[src/sv/fcpf_pkg.sv]
`timescale 1ns / 1ps
// ----------------------------------------------------------------------------
// fcpf_pkg
// Shared types, constants and helpers of the fingerprint command packet framer.
// ----------------------------------------------------------------------------
package fcpf_pkg;

  // Limit on parameter bytes in one packet. Larger counts are clipped to it.
  localparam int MaxParams = 32;

  localparam int CntW  = 6;   // Width of the param_count field.
  localparam int LenW  = 8;   // Length value, count plus three, always fits a byte.
  localparam int SumW  = 16;  // Width of the packet checksum.
  localparam int AddrW = 32;  // Width of the device address register.

  localparam logic [7:0]       HdrHi     = 8'hEF;
  localparam logic [7:0]       HdrLo     = 8'h01;
  localparam logic [7:0]       CmdFlag   = 8'h01;
  localparam logic [7:0]       LenHiByte = 8'h00;
  localparam logic [AddrW-1:0] AddrReset = 32'hFFFF_FFFF;

  // Header bytes are indexed from the first header byte to the command byte.
  localparam int              HdrIdxW = 4;
  localparam logic [HdrIdxW-1:0] HdrFirstAfterStart = 4'd1;
  localparam logic [HdrIdxW-1:0] HdrLast            = 4'd9;

  // Command queue between front and back.
  localparam int FifoDepth = 4;
  localparam int FifoPtrW  = $clog2(FifoDepth);

  typedef enum logic {
    OP_START = 1'b0,
    OP_PARAM = 1'b1
  } fcpf_op_e;

  typedef enum logic [3:0] {
    S_IDLE   = 4'b0001,
    S_HDR    = 4'b0010,
    S_SUM_HI = 4'b0100,
    S_SUM_LO = 4'b1000
  } fcpf_state_e;

  // One queued command. For a start, data is the command code and len the
  // length field. For a parameter, data is the byte itself. close asks the
  // back end to append the checksum, whose value travels along in sum.
  typedef struct packed {
    logic            is_start;
    logic [7:0]      data;
    logic [LenW-1:0] len;
    logic            close;
    logic [SumW-1:0] sum;
  } fcpf_cmd_t;

  // Byte of the packet header at a given position.
  function automatic logic [7:0] hdr_byte(
    input logic [HdrIdxW-1:0] idx,
    input logic [AddrW-1:0]   addr,
    input logic [LenW-1:0]    len,
    input logic [7:0]         cmd
  );
    logic [7:0] b;
    case (idx)
      4'd0:    b = HdrHi;
      4'd1:    b = HdrLo;
      4'd2:    b = addr[31:24];
      4'd3:    b = addr[23:16];
      4'd4:    b = addr[15:8];
      4'd5:    b = addr[7:0];
      4'd6:    b = CmdFlag;
      4'd7:    b = LenHiByte;
      4'd8:    b = len;
      4'd9:    b = cmd;
      default: b = 8'h00;
    endcase
    return b;
  endfunction

endpackage

[src/sv/fingerprint_command_packet_framer.sv]
`timescale 1ns / 1ps
// ----------------------------------------------------------------------------
// fingerprint_command_packet_framer
// Frames command packets for a serial fingerprint module as a byte stream.
// ----------------------------------------------------------------------------
// Usage:
// The input channel (in_valid_i / in_ready_o) takes one beat per cycle unless
// the command queue is full. A start beat (operation 0) carries the command
// code and the parameter count, parameter beats (operation 1) one byte each.
// Parameter beats with no packet open are dropped. Counts above the limit are clipped.
// The output channel (out_valid_o / out_ready_i) moves one packet byte per
// beat; last_of_packet_o marks the low checksum byte.
// The configuration channel writes the 32-bit device address; cfg_ready_o is
// always high. Write it only while the block is idle.
// With an idle serializer, the first byte of a beat passes through the command
// queue and then the output register, where it can be taken at the next edge.
// Throughput: the serializer emits one byte per cycle unless the receiver stalls,
// so a start yields ten bytes (twelve with the checksum) and a parameter byte
// one (three when it closes the packet). The output byte rate, not the input
// side, sets the sustained rate; a four-entry command queue absorbs header bursts.
// When the receiver stalls, the byte in the output register holds, the queue
// fills, and then in_ready_o drops. Reset closes any packet, clears the
// checksum, empties the queue and sets the address to all ones.
// ----------------------------------------------------------------------------
module fingerprint_command_packet_framer
  import fcpf_pkg::*;
(
  input  logic             clk_i,
  input  logic             rst_ni,

  input  logic             cfg_valid_i,
  output logic             cfg_ready_o,
  input  logic [AddrW-1:0] cfg_data_i,

  input  logic             in_valid_i,
  output logic             in_ready_o,
  input  logic             operation_i,
  input  logic [7:0]       byte_value_i,
  input  logic [CntW-1:0]  param_count_i,

  output logic             out_valid_o,
  input  logic             out_ready_i,
  output logic [7:0]       tx_byte_o,
  output logic             last_of_packet_o
);

  logic [AddrW-1:0] dev_addr_q;
  logic             q_push;
  logic             q_pop;
  logic             q_full;
  logic             q_empty;
  fcpf_cmd_t        q_wdata;
  fcpf_cmd_t        q_rdata;

  // Device address register. The user must write it only while no packet is in flight;
  // the block itself does not enforce this, and the serializer reads it directly while it walks the header.
  assign cfg_ready_o = 1'b1;

  always_ff @(posedge clk_i or negedge rst_ni) begin
    if (!rst_ni) begin
      dev_addr_q <= AddrReset;
    end else if (cfg_valid_i && cfg_ready_o) begin
      dev_addr_q <= cfg_data_i;
    end
  end

  // Front end: classifies beats, keeps the packet state and running checksum.
  fcpf_front u_front (
    .clk_i         (clk_i),
    .rst_ni        (rst_ni),
    .in_valid_i    (in_valid_i),
    .in_ready_o    (in_ready_o),
    .operation_i   (operation_i),
    .byte_value_i  (byte_value_i),
    .param_count_i (param_count_i),
    .q_full_i      (q_full),
    .push_o        (q_push),
    .cmd_o         (q_wdata)
  );

  // Command queue between the two halves.
  fcpf_fifo u_fifo (
    .clk_i   (clk_i),
    .rst_ni  (rst_ni),
    .push_i  (q_push),
    .wdata_i (q_wdata),
    .pop_i   (q_pop),
    .rdata_o (q_rdata),
    .full_o  (q_full),
    .empty_o (q_empty)
  );

  // Back end: expands each command into packet bytes.
  fcpf_back u_back (
    .clk_i       (clk_i),
    .rst_ni      (rst_ni),
    .q_empty_i   (q_empty),
    .head_i      (q_rdata),
    .pop_o       (q_pop),
    .dev_addr_i  (dev_addr_q),
    .out_valid_o (out_valid_o),
    .out_ready_i (out_ready_i),
    .tx_byte_o   (tx_byte_o),
    .last_o      (last_of_packet_o)
  );

  // The queue is never written while full.
  assert property (@(posedge clk_i) disable iff (!rst_ni)
    q_full |-> !q_push)
    else $error("framer: push into full command queue");

endmodule

[src/sv/fcpf_fifo.sv]
`timescale 1ns / 1ps
// ----------------------------------------------------------------------------
// fcpf_fifo
// Small command queue that decouples the classifying front from the serializer.
// ----------------------------------------------------------------------------
module fcpf_fifo
  import fcpf_pkg::*;
(
  input  logic      clk_i,
  input  logic      rst_ni,
  input  logic      push_i,
  input  fcpf_cmd_t wdata_i,
  input  logic      pop_i,
  output fcpf_cmd_t rdata_o,
  output logic      full_o,
  output logic      empty_o
);

  fcpf_cmd_t           mem_q [FifoDepth];
  logic [FifoPtrW-1:0] wr_ptr_q, wr_ptr_d;
  logic [FifoPtrW-1:0] rd_ptr_q, rd_ptr_d;
  logic [FifoPtrW:0]   count_q, count_d;

  assign full_o  = (count_q == (FifoPtrW + 1)'(FifoDepth));
  assign empty_o = (count_q == '0);
  assign rdata_o = mem_q[rd_ptr_q];

  always_comb begin
    wr_ptr_d = wr_ptr_q;
    rd_ptr_d = rd_ptr_q;
    count_d  = count_q;
    if (push_i) begin
      wr_ptr_d = (wr_ptr_q == FifoPtrW'(FifoDepth - 1)) ? '0 : wr_ptr_q + 1'b1;
    end
    if (pop_i) begin
      rd_ptr_d = (rd_ptr_q == FifoPtrW'(FifoDepth - 1)) ? '0 : rd_ptr_q + 1'b1;
    end
    if (push_i && !pop_i) begin
      count_d = count_q + 1'b1;
    end else if (pop_i && !push_i) begin
      count_d = count_q - 1'b1;
    end
  end

  always_ff @(posedge clk_i or negedge rst_ni) begin
    if (!rst_ni) begin
      wr_ptr_q <= '0;
      rd_ptr_q <= '0;
      count_q  <= '0;
    end else begin
      wr_ptr_q <= wr_ptr_d;
      rd_ptr_q <= rd_ptr_d;
      count_q  <= count_d;
    end
  end

  always_ff @(posedge clk_i) begin
    if (push_i) begin
      mem_q[wr_ptr_q] <= wdata_i;
    end
  end

  // The fill level never exceeds the depth, and a pop never hits an empty queue.
  assert property (@(posedge clk_i) disable iff (!rst_ni)
    count_q <= (FifoPtrW + 1)'(FifoDepth))
    else $error("fcpf_fifo: fill level above depth");

  assert property (@(posedge clk_i) disable iff (!rst_ni)
    pop_i |-> !empty_o)
    else $error("fcpf_fifo: pop from empty queue");

endmodule

[src/sv/fcpf_front.sv]
`timescale 1ns / 1ps
// ----------------------------------------------------------------------------
// fcpf_front
// Accepts input beats, tracks the open packet and its checksum, queues commands.
// ----------------------------------------------------------------------------
module fcpf_front
  import fcpf_pkg::*;
(
  input  logic            clk_i,
  input  logic            rst_ni,
  input  logic            in_valid_i,
  output logic            in_ready_o,
  input  logic            operation_i,
  input  logic [7:0]      byte_value_i,
  input  logic [CntW-1:0] param_count_i,
  input  logic            q_full_i,
  output logic            push_o,
  output fcpf_cmd_t       cmd_o
);

  logic            open_q, open_d;
  logic [CntW-1:0] rem_q, rem_d;
  logic [SumW-1:0] sum_q, sum_d;

  logic            accept;
  logic [CntW-1:0] cnt_sat;
  logic [LenW-1:0] len;
  logic [SumW-1:0] start_sum;
  logic [SumW-1:0] param_sum;

  assign in_ready_o = !q_full_i;
  assign accept     = in_valid_i && in_ready_o;

  assign cnt_sat   = (int'(param_count_i) > MaxParams) ? CntW'(MaxParams) : param_count_i;
  assign len       = LenW'(cnt_sat) + LenW'(3);
  assign start_sum = SumW'(CmdFlag) + SumW'(LenHiByte) + SumW'(len) + SumW'(byte_value_i);
  assign param_sum = sum_q + SumW'(byte_value_i);

  always_comb begin
    open_d         = open_q;
    rem_d          = rem_q;
    sum_d          = sum_q;
    push_o         = 1'b0;
    cmd_o.is_start = (operation_i == OP_START);
    cmd_o.data     = byte_value_i;
    cmd_o.len      = len;
    cmd_o.close    = 1'b0;
    cmd_o.sum      = start_sum;
    if (accept) begin
      if (operation_i == OP_START) begin
        // A start abandons any open packet and begins a new one.
        push_o      = 1'b1;
        cmd_o.close = (cnt_sat == '0);
        sum_d       = start_sum;
        open_d      = (cnt_sat != '0);
        rem_d       = cnt_sat;
      end else if (open_q) begin
        push_o      = 1'b1;
        cmd_o.sum   = param_sum;
        cmd_o.close = (rem_q == CntW'(1));
        sum_d       = param_sum;
        rem_d       = rem_q - 1'b1;
        open_d      = (rem_q != CntW'(1));
      end
    end
  end

  always_ff @(posedge clk_i or negedge rst_ni) begin
    if (!rst_ni) begin
      open_q <= 1'b0;
      rem_q  <= '0;
      sum_q  <= '0;
    end else begin
      open_q <= open_d;
      rem_q  <= rem_d;
      sum_q  <= sum_d;
    end
  end

  // An open packet always still expects at least one parameter byte.
  assert property (@(posedge clk_i) disable iff (!rst_ni)
    open_q |-> (rem_q != '0))
    else $error("fcpf_front: open packet with nothing left to receive");

endmodule

[src/sv/fcpf_back.sv]
`timescale 1ns / 1ps
// ----------------------------------------------------------------------------
// fcpf_back
// Serializes queued commands into packet bytes through a registered output.
// ----------------------------------------------------------------------------
module fcpf_back
  import fcpf_pkg::*;
(
  input  logic             clk_i,
  input  logic             rst_ni,
  input  logic             q_empty_i,
  input  fcpf_cmd_t        head_i,
  output logic             pop_o,
  input  logic [AddrW-1:0] dev_addr_i,
  output logic             out_valid_o,
  input  logic             out_ready_i,
  output logic [7:0]       tx_byte_o,
  output logic             last_o
);

  fcpf_state_e        state_q, state_d;
  logic [HdrIdxW-1:0] idx_q, idx_d;
  fcpf_cmd_t          cur_q, cur_d;
  logic               out_valid_q, out_valid_d;
  logic [7:0]         byte_q, byte_d;
  logic               last_q, last_d;
  logic               load;

  // The output register takes a new beat when it is empty or being drained.
  assign load = !out_valid_q || out_ready_i;

  always_comb begin
    state_d     = state_q;
    idx_d       = idx_q;
    cur_d       = cur_q;
    out_valid_d = out_valid_q && !out_ready_i;
    byte_d      = byte_q;
    last_d      = last_q;
    pop_o       = 1'b0;
    if (load) begin
      unique case (state_q)
        S_IDLE: begin
          if (!q_empty_i) begin
            pop_o       = 1'b1;
            cur_d       = head_i;
            out_valid_d = 1'b1;
            last_d      = 1'b0;
            if (head_i.is_start) begin
              byte_d  = HdrHi;
              idx_d   = HdrFirstAfterStart;
              state_d = S_HDR;
            end else begin
              byte_d  = head_i.data;
              state_d = head_i.close ? S_SUM_HI : S_IDLE;
            end
          end
        end
        S_HDR: begin
          out_valid_d = 1'b1;
          last_d      = 1'b0;
          byte_d      = hdr_byte(idx_q, dev_addr_i, cur_q.len, cur_q.data);
          if (idx_q == HdrLast) begin
            state_d = cur_q.close ? S_SUM_HI : S_IDLE;
          end else begin
            idx_d = idx_q + 1'b1;
          end
        end
        S_SUM_HI: begin
          out_valid_d = 1'b1;
          last_d      = 1'b0;
          byte_d      = cur_q.sum[15:8];
          state_d     = S_SUM_LO;
        end
        S_SUM_LO: begin
          out_valid_d = 1'b1;
          last_d      = 1'b1;
          byte_d      = cur_q.sum[7:0];
          state_d     = S_IDLE;
        end
        default: begin
          state_d = S_IDLE;
        end
      endcase
    end
  end

  always_ff @(posedge clk_i or negedge rst_ni) begin
    if (!rst_ni) begin
      state_q     <= S_IDLE;
      idx_q       <= '0;
      out_valid_q <= 1'b0;
    end else begin
      state_q     <= state_d;
      idx_q       <= idx_d;
      out_valid_q <= out_valid_d;
    end
  end

  always_ff @(posedge clk_i) begin
    cur_q  <= cur_d;
    byte_q <= byte_d;
    last_q <= last_d;
  end

  assign out_valid_o = out_valid_q;
  assign tx_byte_o   = byte_q;
  assign last_o      = last_q;

  // The header walk never starts at the first byte, which leaves from idle.
  assert property (@(posedge clk_i) disable iff (!rst_ni)
    (state_q == S_HDR) |-> (idx_q >= HdrFirstAfterStart && idx_q <= HdrLast))
    else $error("fcpf_back: header index out of range");

  // The closing byte is always followed by a return to idle.
  assert property (@(posedge clk_i) disable iff (!rst_ni)
    (state_q == S_SUM_LO && load) |=> (state_q == S_IDLE && last_q && out_valid_q))
    else $error("fcpf_back: checksum low byte not marked last");

endmodule

[config.mk]
export PLATFORM = sky130hd
export DESIGN_NAME = fingerprint_command_packet_framer
export DESIGN_NICKNAME = d
export VERILOG_FILES = /design/src/sv/fcpf_pkg.sv /design/src/sv/fingerprint_command_packet_framer.sv /design/src/sv/fcpf_fifo.sv /design/src/sv/fcpf_front.sv /design/src/sv/fcpf_back.sv
export SDC_FILE = /design/constraint.sdc
export NUM_CORES = 1
export LEC_CHECK = 0
export BUFFER_PORTS_ARGS = -buffer_cell sky130_fd_sc_hd__buf_4
export CORE_MARGIN = 2
export CORE_UTILIZATION = 40
export DETAILED_ROUTE_END_ITERATION = 7
export PLACE_DENSITY = 0.55
export SLEW_MARGIN = 10
export SYNTH_ARGS = -nofsm -noshare
export SYNTH_HDL_FRONTEND = slang
export SYNTH_SLANG_ARGS = --single-unit
[constraint.sdc]
create_clock -name clk_i -period 4.1 [get_ports clk_i]
set_clock_uncertainty 0.05 [all_clocks]
set_input_delay 0.41 -clock clk_i [delete_from_list [all_inputs] [get_ports clk_i]]
set_output_delay 0.41 -clock clk_i [all_outputs]
set_load 0.01 [all_outputs]
==> flow_summary.toml <==
[outcome]
status = "complete, no violations"

[clocking]
numCtsBuffers = 27
clockBufferDepth = 3
insertion_delay_ps = 530
cts_root_buffer = "clkbuf_16"
cts_max_level = 1
cts_tree = "done"
clock-sinks = 244
clk_pin_slew_ps = 60

[job]
cap_violations = 0

[floorplan]
rows = 61
die_h_um = 171
die_area_um2 = 29300
die_x_um = 171
num_io_pins = 64
start_util_pct = 40.4
core_um2 = 27600

[setup_path]
r2r_slack_ps = 1210
crit_path_end_kind = "flop"
cpPeakStageDelay_ps = 400
critPathLaunchType = "primary input"
cp_cell_sequence = "buf_4 > nor2b_1 > inv_1 > ha_1 > or3_1 > a21oi_1 > a31o_2 > ha_1 > o21ai_0 > nor2_1 > o22ai_1 > xnor2_1 > o21ai_0"
crit_required_ps = 4340
arrival_ps = 3520
crit_type = "in -> reg"
cp_slowest_cell = "a21oi_1"
crit_path_max_fanout = 8

[logic_synthesis]
synth.largest_area_cell = "edfxtp_1"
synth_enable_flop_cells = 173
synth.cell_area_um2 = 11200
async_flop_share_pct = 29.1
synth-seq-cells = 244
synth_cell_types = 69
synth_cells = 789
synth-seq-area-share_pct = 62.8
synth_top_cell_area_share_pct = 46.5
synthTopCellsByArea = "edfxtp_1 47%, dfrtp_1 8.5%, dfstp_2 7.8%"
synth_ff_type = "edfxtp_1"
yosysWarnings = 0
avgSynthCellArea_um2 = 14.1

[final_layout]
final_cell_mix = "173 x edfxtp_1, 73 x buf_4, 52 x o21ai_0, 46 x nand2_1, 40 x a21oi_1"
area_delta_synth_final_pct = 16.0
drive_above_1_share_pct = 26.4
final_core_util_pct = 46.9
nets = 942
n_antenna_cell = 0
mostFrequentLayoutCell = "edfxtp_1"

[timing]
rsz0062_at_grt = "no"
worst_pin_slew_ps = 934
fin_crit_sh_pct = 80.1
fmax_mhz = 304
slew_headroom_pct = 37.5
fin_setup_tns_ps = 0
slew_violations = 0
setup_violations = 0
hold_viol = 0
min_period_ps = 3280

[drt]
wl_um = 24600
firstDrtPassIters = 5
drc = 0
via_count = 6806
antenna_left = 0
drt_iter0_drc = 494
viasPerCell = 5.42
avgRoutedWirePerCell_um = 19.6

[placed_design]
place.gp.congestion = 0.778
port_buffers = 62
place_hpwl_um = 16700

[grt]
grt_pass1_vias = 6807
grt_pass1_wl_um = 38600
track_usage_pct = 17.3
grt_max_degree = 50
antenna_found_initial = 0
grt_remaining_overflow = 0

[hold_path]
hp-class = "in -> reg"

[pwr]
max-vdd-ir-drop_mv = 0.394
p_leak_nw = 4.70
powerDensity_nw_per_um2 = 710
total_power_mw = 9.20
[power breakdown]
part           leakage [nW]  switching (mW)  internal, mW  total (mW)
Clock                 0.453           0.985          1.48        2.47
Combinational          1.83            1.61          1.17        2.77
Sequential             2.41           0.428          3.53        3.96
Total                  4.70            3.02          6.18        9.20
[per-stage QoR]
stage / setup WS, ps / hold WS (ps) / instances / instance area, um2
2_1_floorplan: 582 / 64.4 / 794 / 11200
3_3_place_gp: 460 / 423 / 1205 / 12000
3_5_place_dp: 324 / 429 / 1205 / 12000
4_1_cts: 877 / 42.1 / 1256 / 12900
5_1_grt: 439 / 51.0 / 1256 / 12900
6_report: 815 / 65.7 / 1256 / 12900
[final timing paths]
check	startpoint	end	cells after the start
min	cfg_data_i[5]	dev_addr_q[5]	2
max	param_count_i[5]	u_fifo.mem_q[3][7]	13
max in group asynchronous	rst_ni	u_front.sum_q[5]	3
max reg2reg	u_front.sum_q[0]	u_fifo.mem_q[3][10]	8
min in group asynchronous	rst_ni	u_fifo.rd_ptr_q[0]	2
min reg2reg	u_front.sum_q[0]	u_front.sum_q[0]	2
[Yosys cell counts (8+ instances only)]
| cell type | instances |
|---|---|
| nor3_1 | 14 |
| o21ai_0 | 52 |
| a22oi_1 | 17 |
| inv_1 | 28 |
| buf_2 | 10 |
| dfrtp_1 | 38 |
| mux2_2 | 35 |
| nor2_1 | 31 |
| mux4_2 | 33 |
| a21oi_1 | 40 |
| clkbuf_1 | 19 |
| o221ai_1 | 8 |
| dfstp_2 | 33 |
| a211oi_1 | 8 |
| nand3_1 | 21 |
| buf_1 | 8 |
| a31oi_1 | 8 |
| ha_1 | 30 |
| xor2_1 | 8 |
| or3_1 | 8 |
| edfxtp_1 | 173 |
| nand2_1 | 46 |
[critical path: cells and delay by family]
| family | cells | cell delay (ps) |
|---|---|---|
| AND/OR/NAND/NOR | 3 | 700 |
| XOR/XNOR | 1 | 110 |
| buffers and inverters | 2 | 270 |
| adder cells (fa/ha/maj) | 2 | 490 |
| AO/OA/AOI/OAI | 5 | 1530 |
[registers in the layout, summed over array words and instances, names as in the netlist]
| name | cells |
|---|---|
| u_fifo.mem_q | 132 |
| dev_addr_q | 32 |
| u_back.cur_q | 32 |
| u_front.sum_q | 16 |
| u_back.tx_byte_o | 8 |
| u_front.rem_q | 6 |
| u_back.idx_q | 4 |
| u_back.state_q | 4 |
| u_fifo.count_q | 3 |
| u_fifo.rd_ptr_q | 2 |
| u_fifo.wr_ptr_q | 2 |
| u_back.last_o | 1 |
| u_back.out_valid_o | 1 |
| u_front.open_q | 1 |
[layout make-up]
cell class | count | area, um2
clock buffer | 30 | 697
clock inverter | 20 | 218
fill | 2501 | 14700
inverter | 29 | 109
multi-input combinational | 481 | 3880
sequential | 244 | 7010
tap | 378 | 473
timing repair buffer | 74 | 558
[logic make-up (layout without fill, tap and decap cells)]
group | count (synthesis) | count (layout) | share of synthesized area (%)
buffers and inverters | 69 | 153 | 2.57
AOI/OAI and AO/OA | 193 | 193 | 11.5
xor gates and xnor gates | 15 | 15 | 1.18
DFF | 244 | 244 | 62.8
and+or+nand+nor | 159 | 159 | 7.17
muxes | 74 | 74 | 10.7
adders and majority gates | 33 | 33 | 3.90
other | 2 | 7 | 0.0673
[layer usage]
layer,up-vias,GRT usage [%],share of wire [%]
met5,-,0,0
met4,0,4.75,2.4
met3,37,2.64,4.1
met2,151,28.1,47
met1,3408,24.3,47
li1,3210,-,-
[timing repair]
action / 4_1_cts / 5_1_grt
endpoints found under the setup margin: 0 / 0
endpoints found under the hold margin: 15 / 0
setup buffers: 0 / 0
hold buffers: 1 / 0
gates resized for setup: 0 / 0
Power figures use the tool's default switching activity.
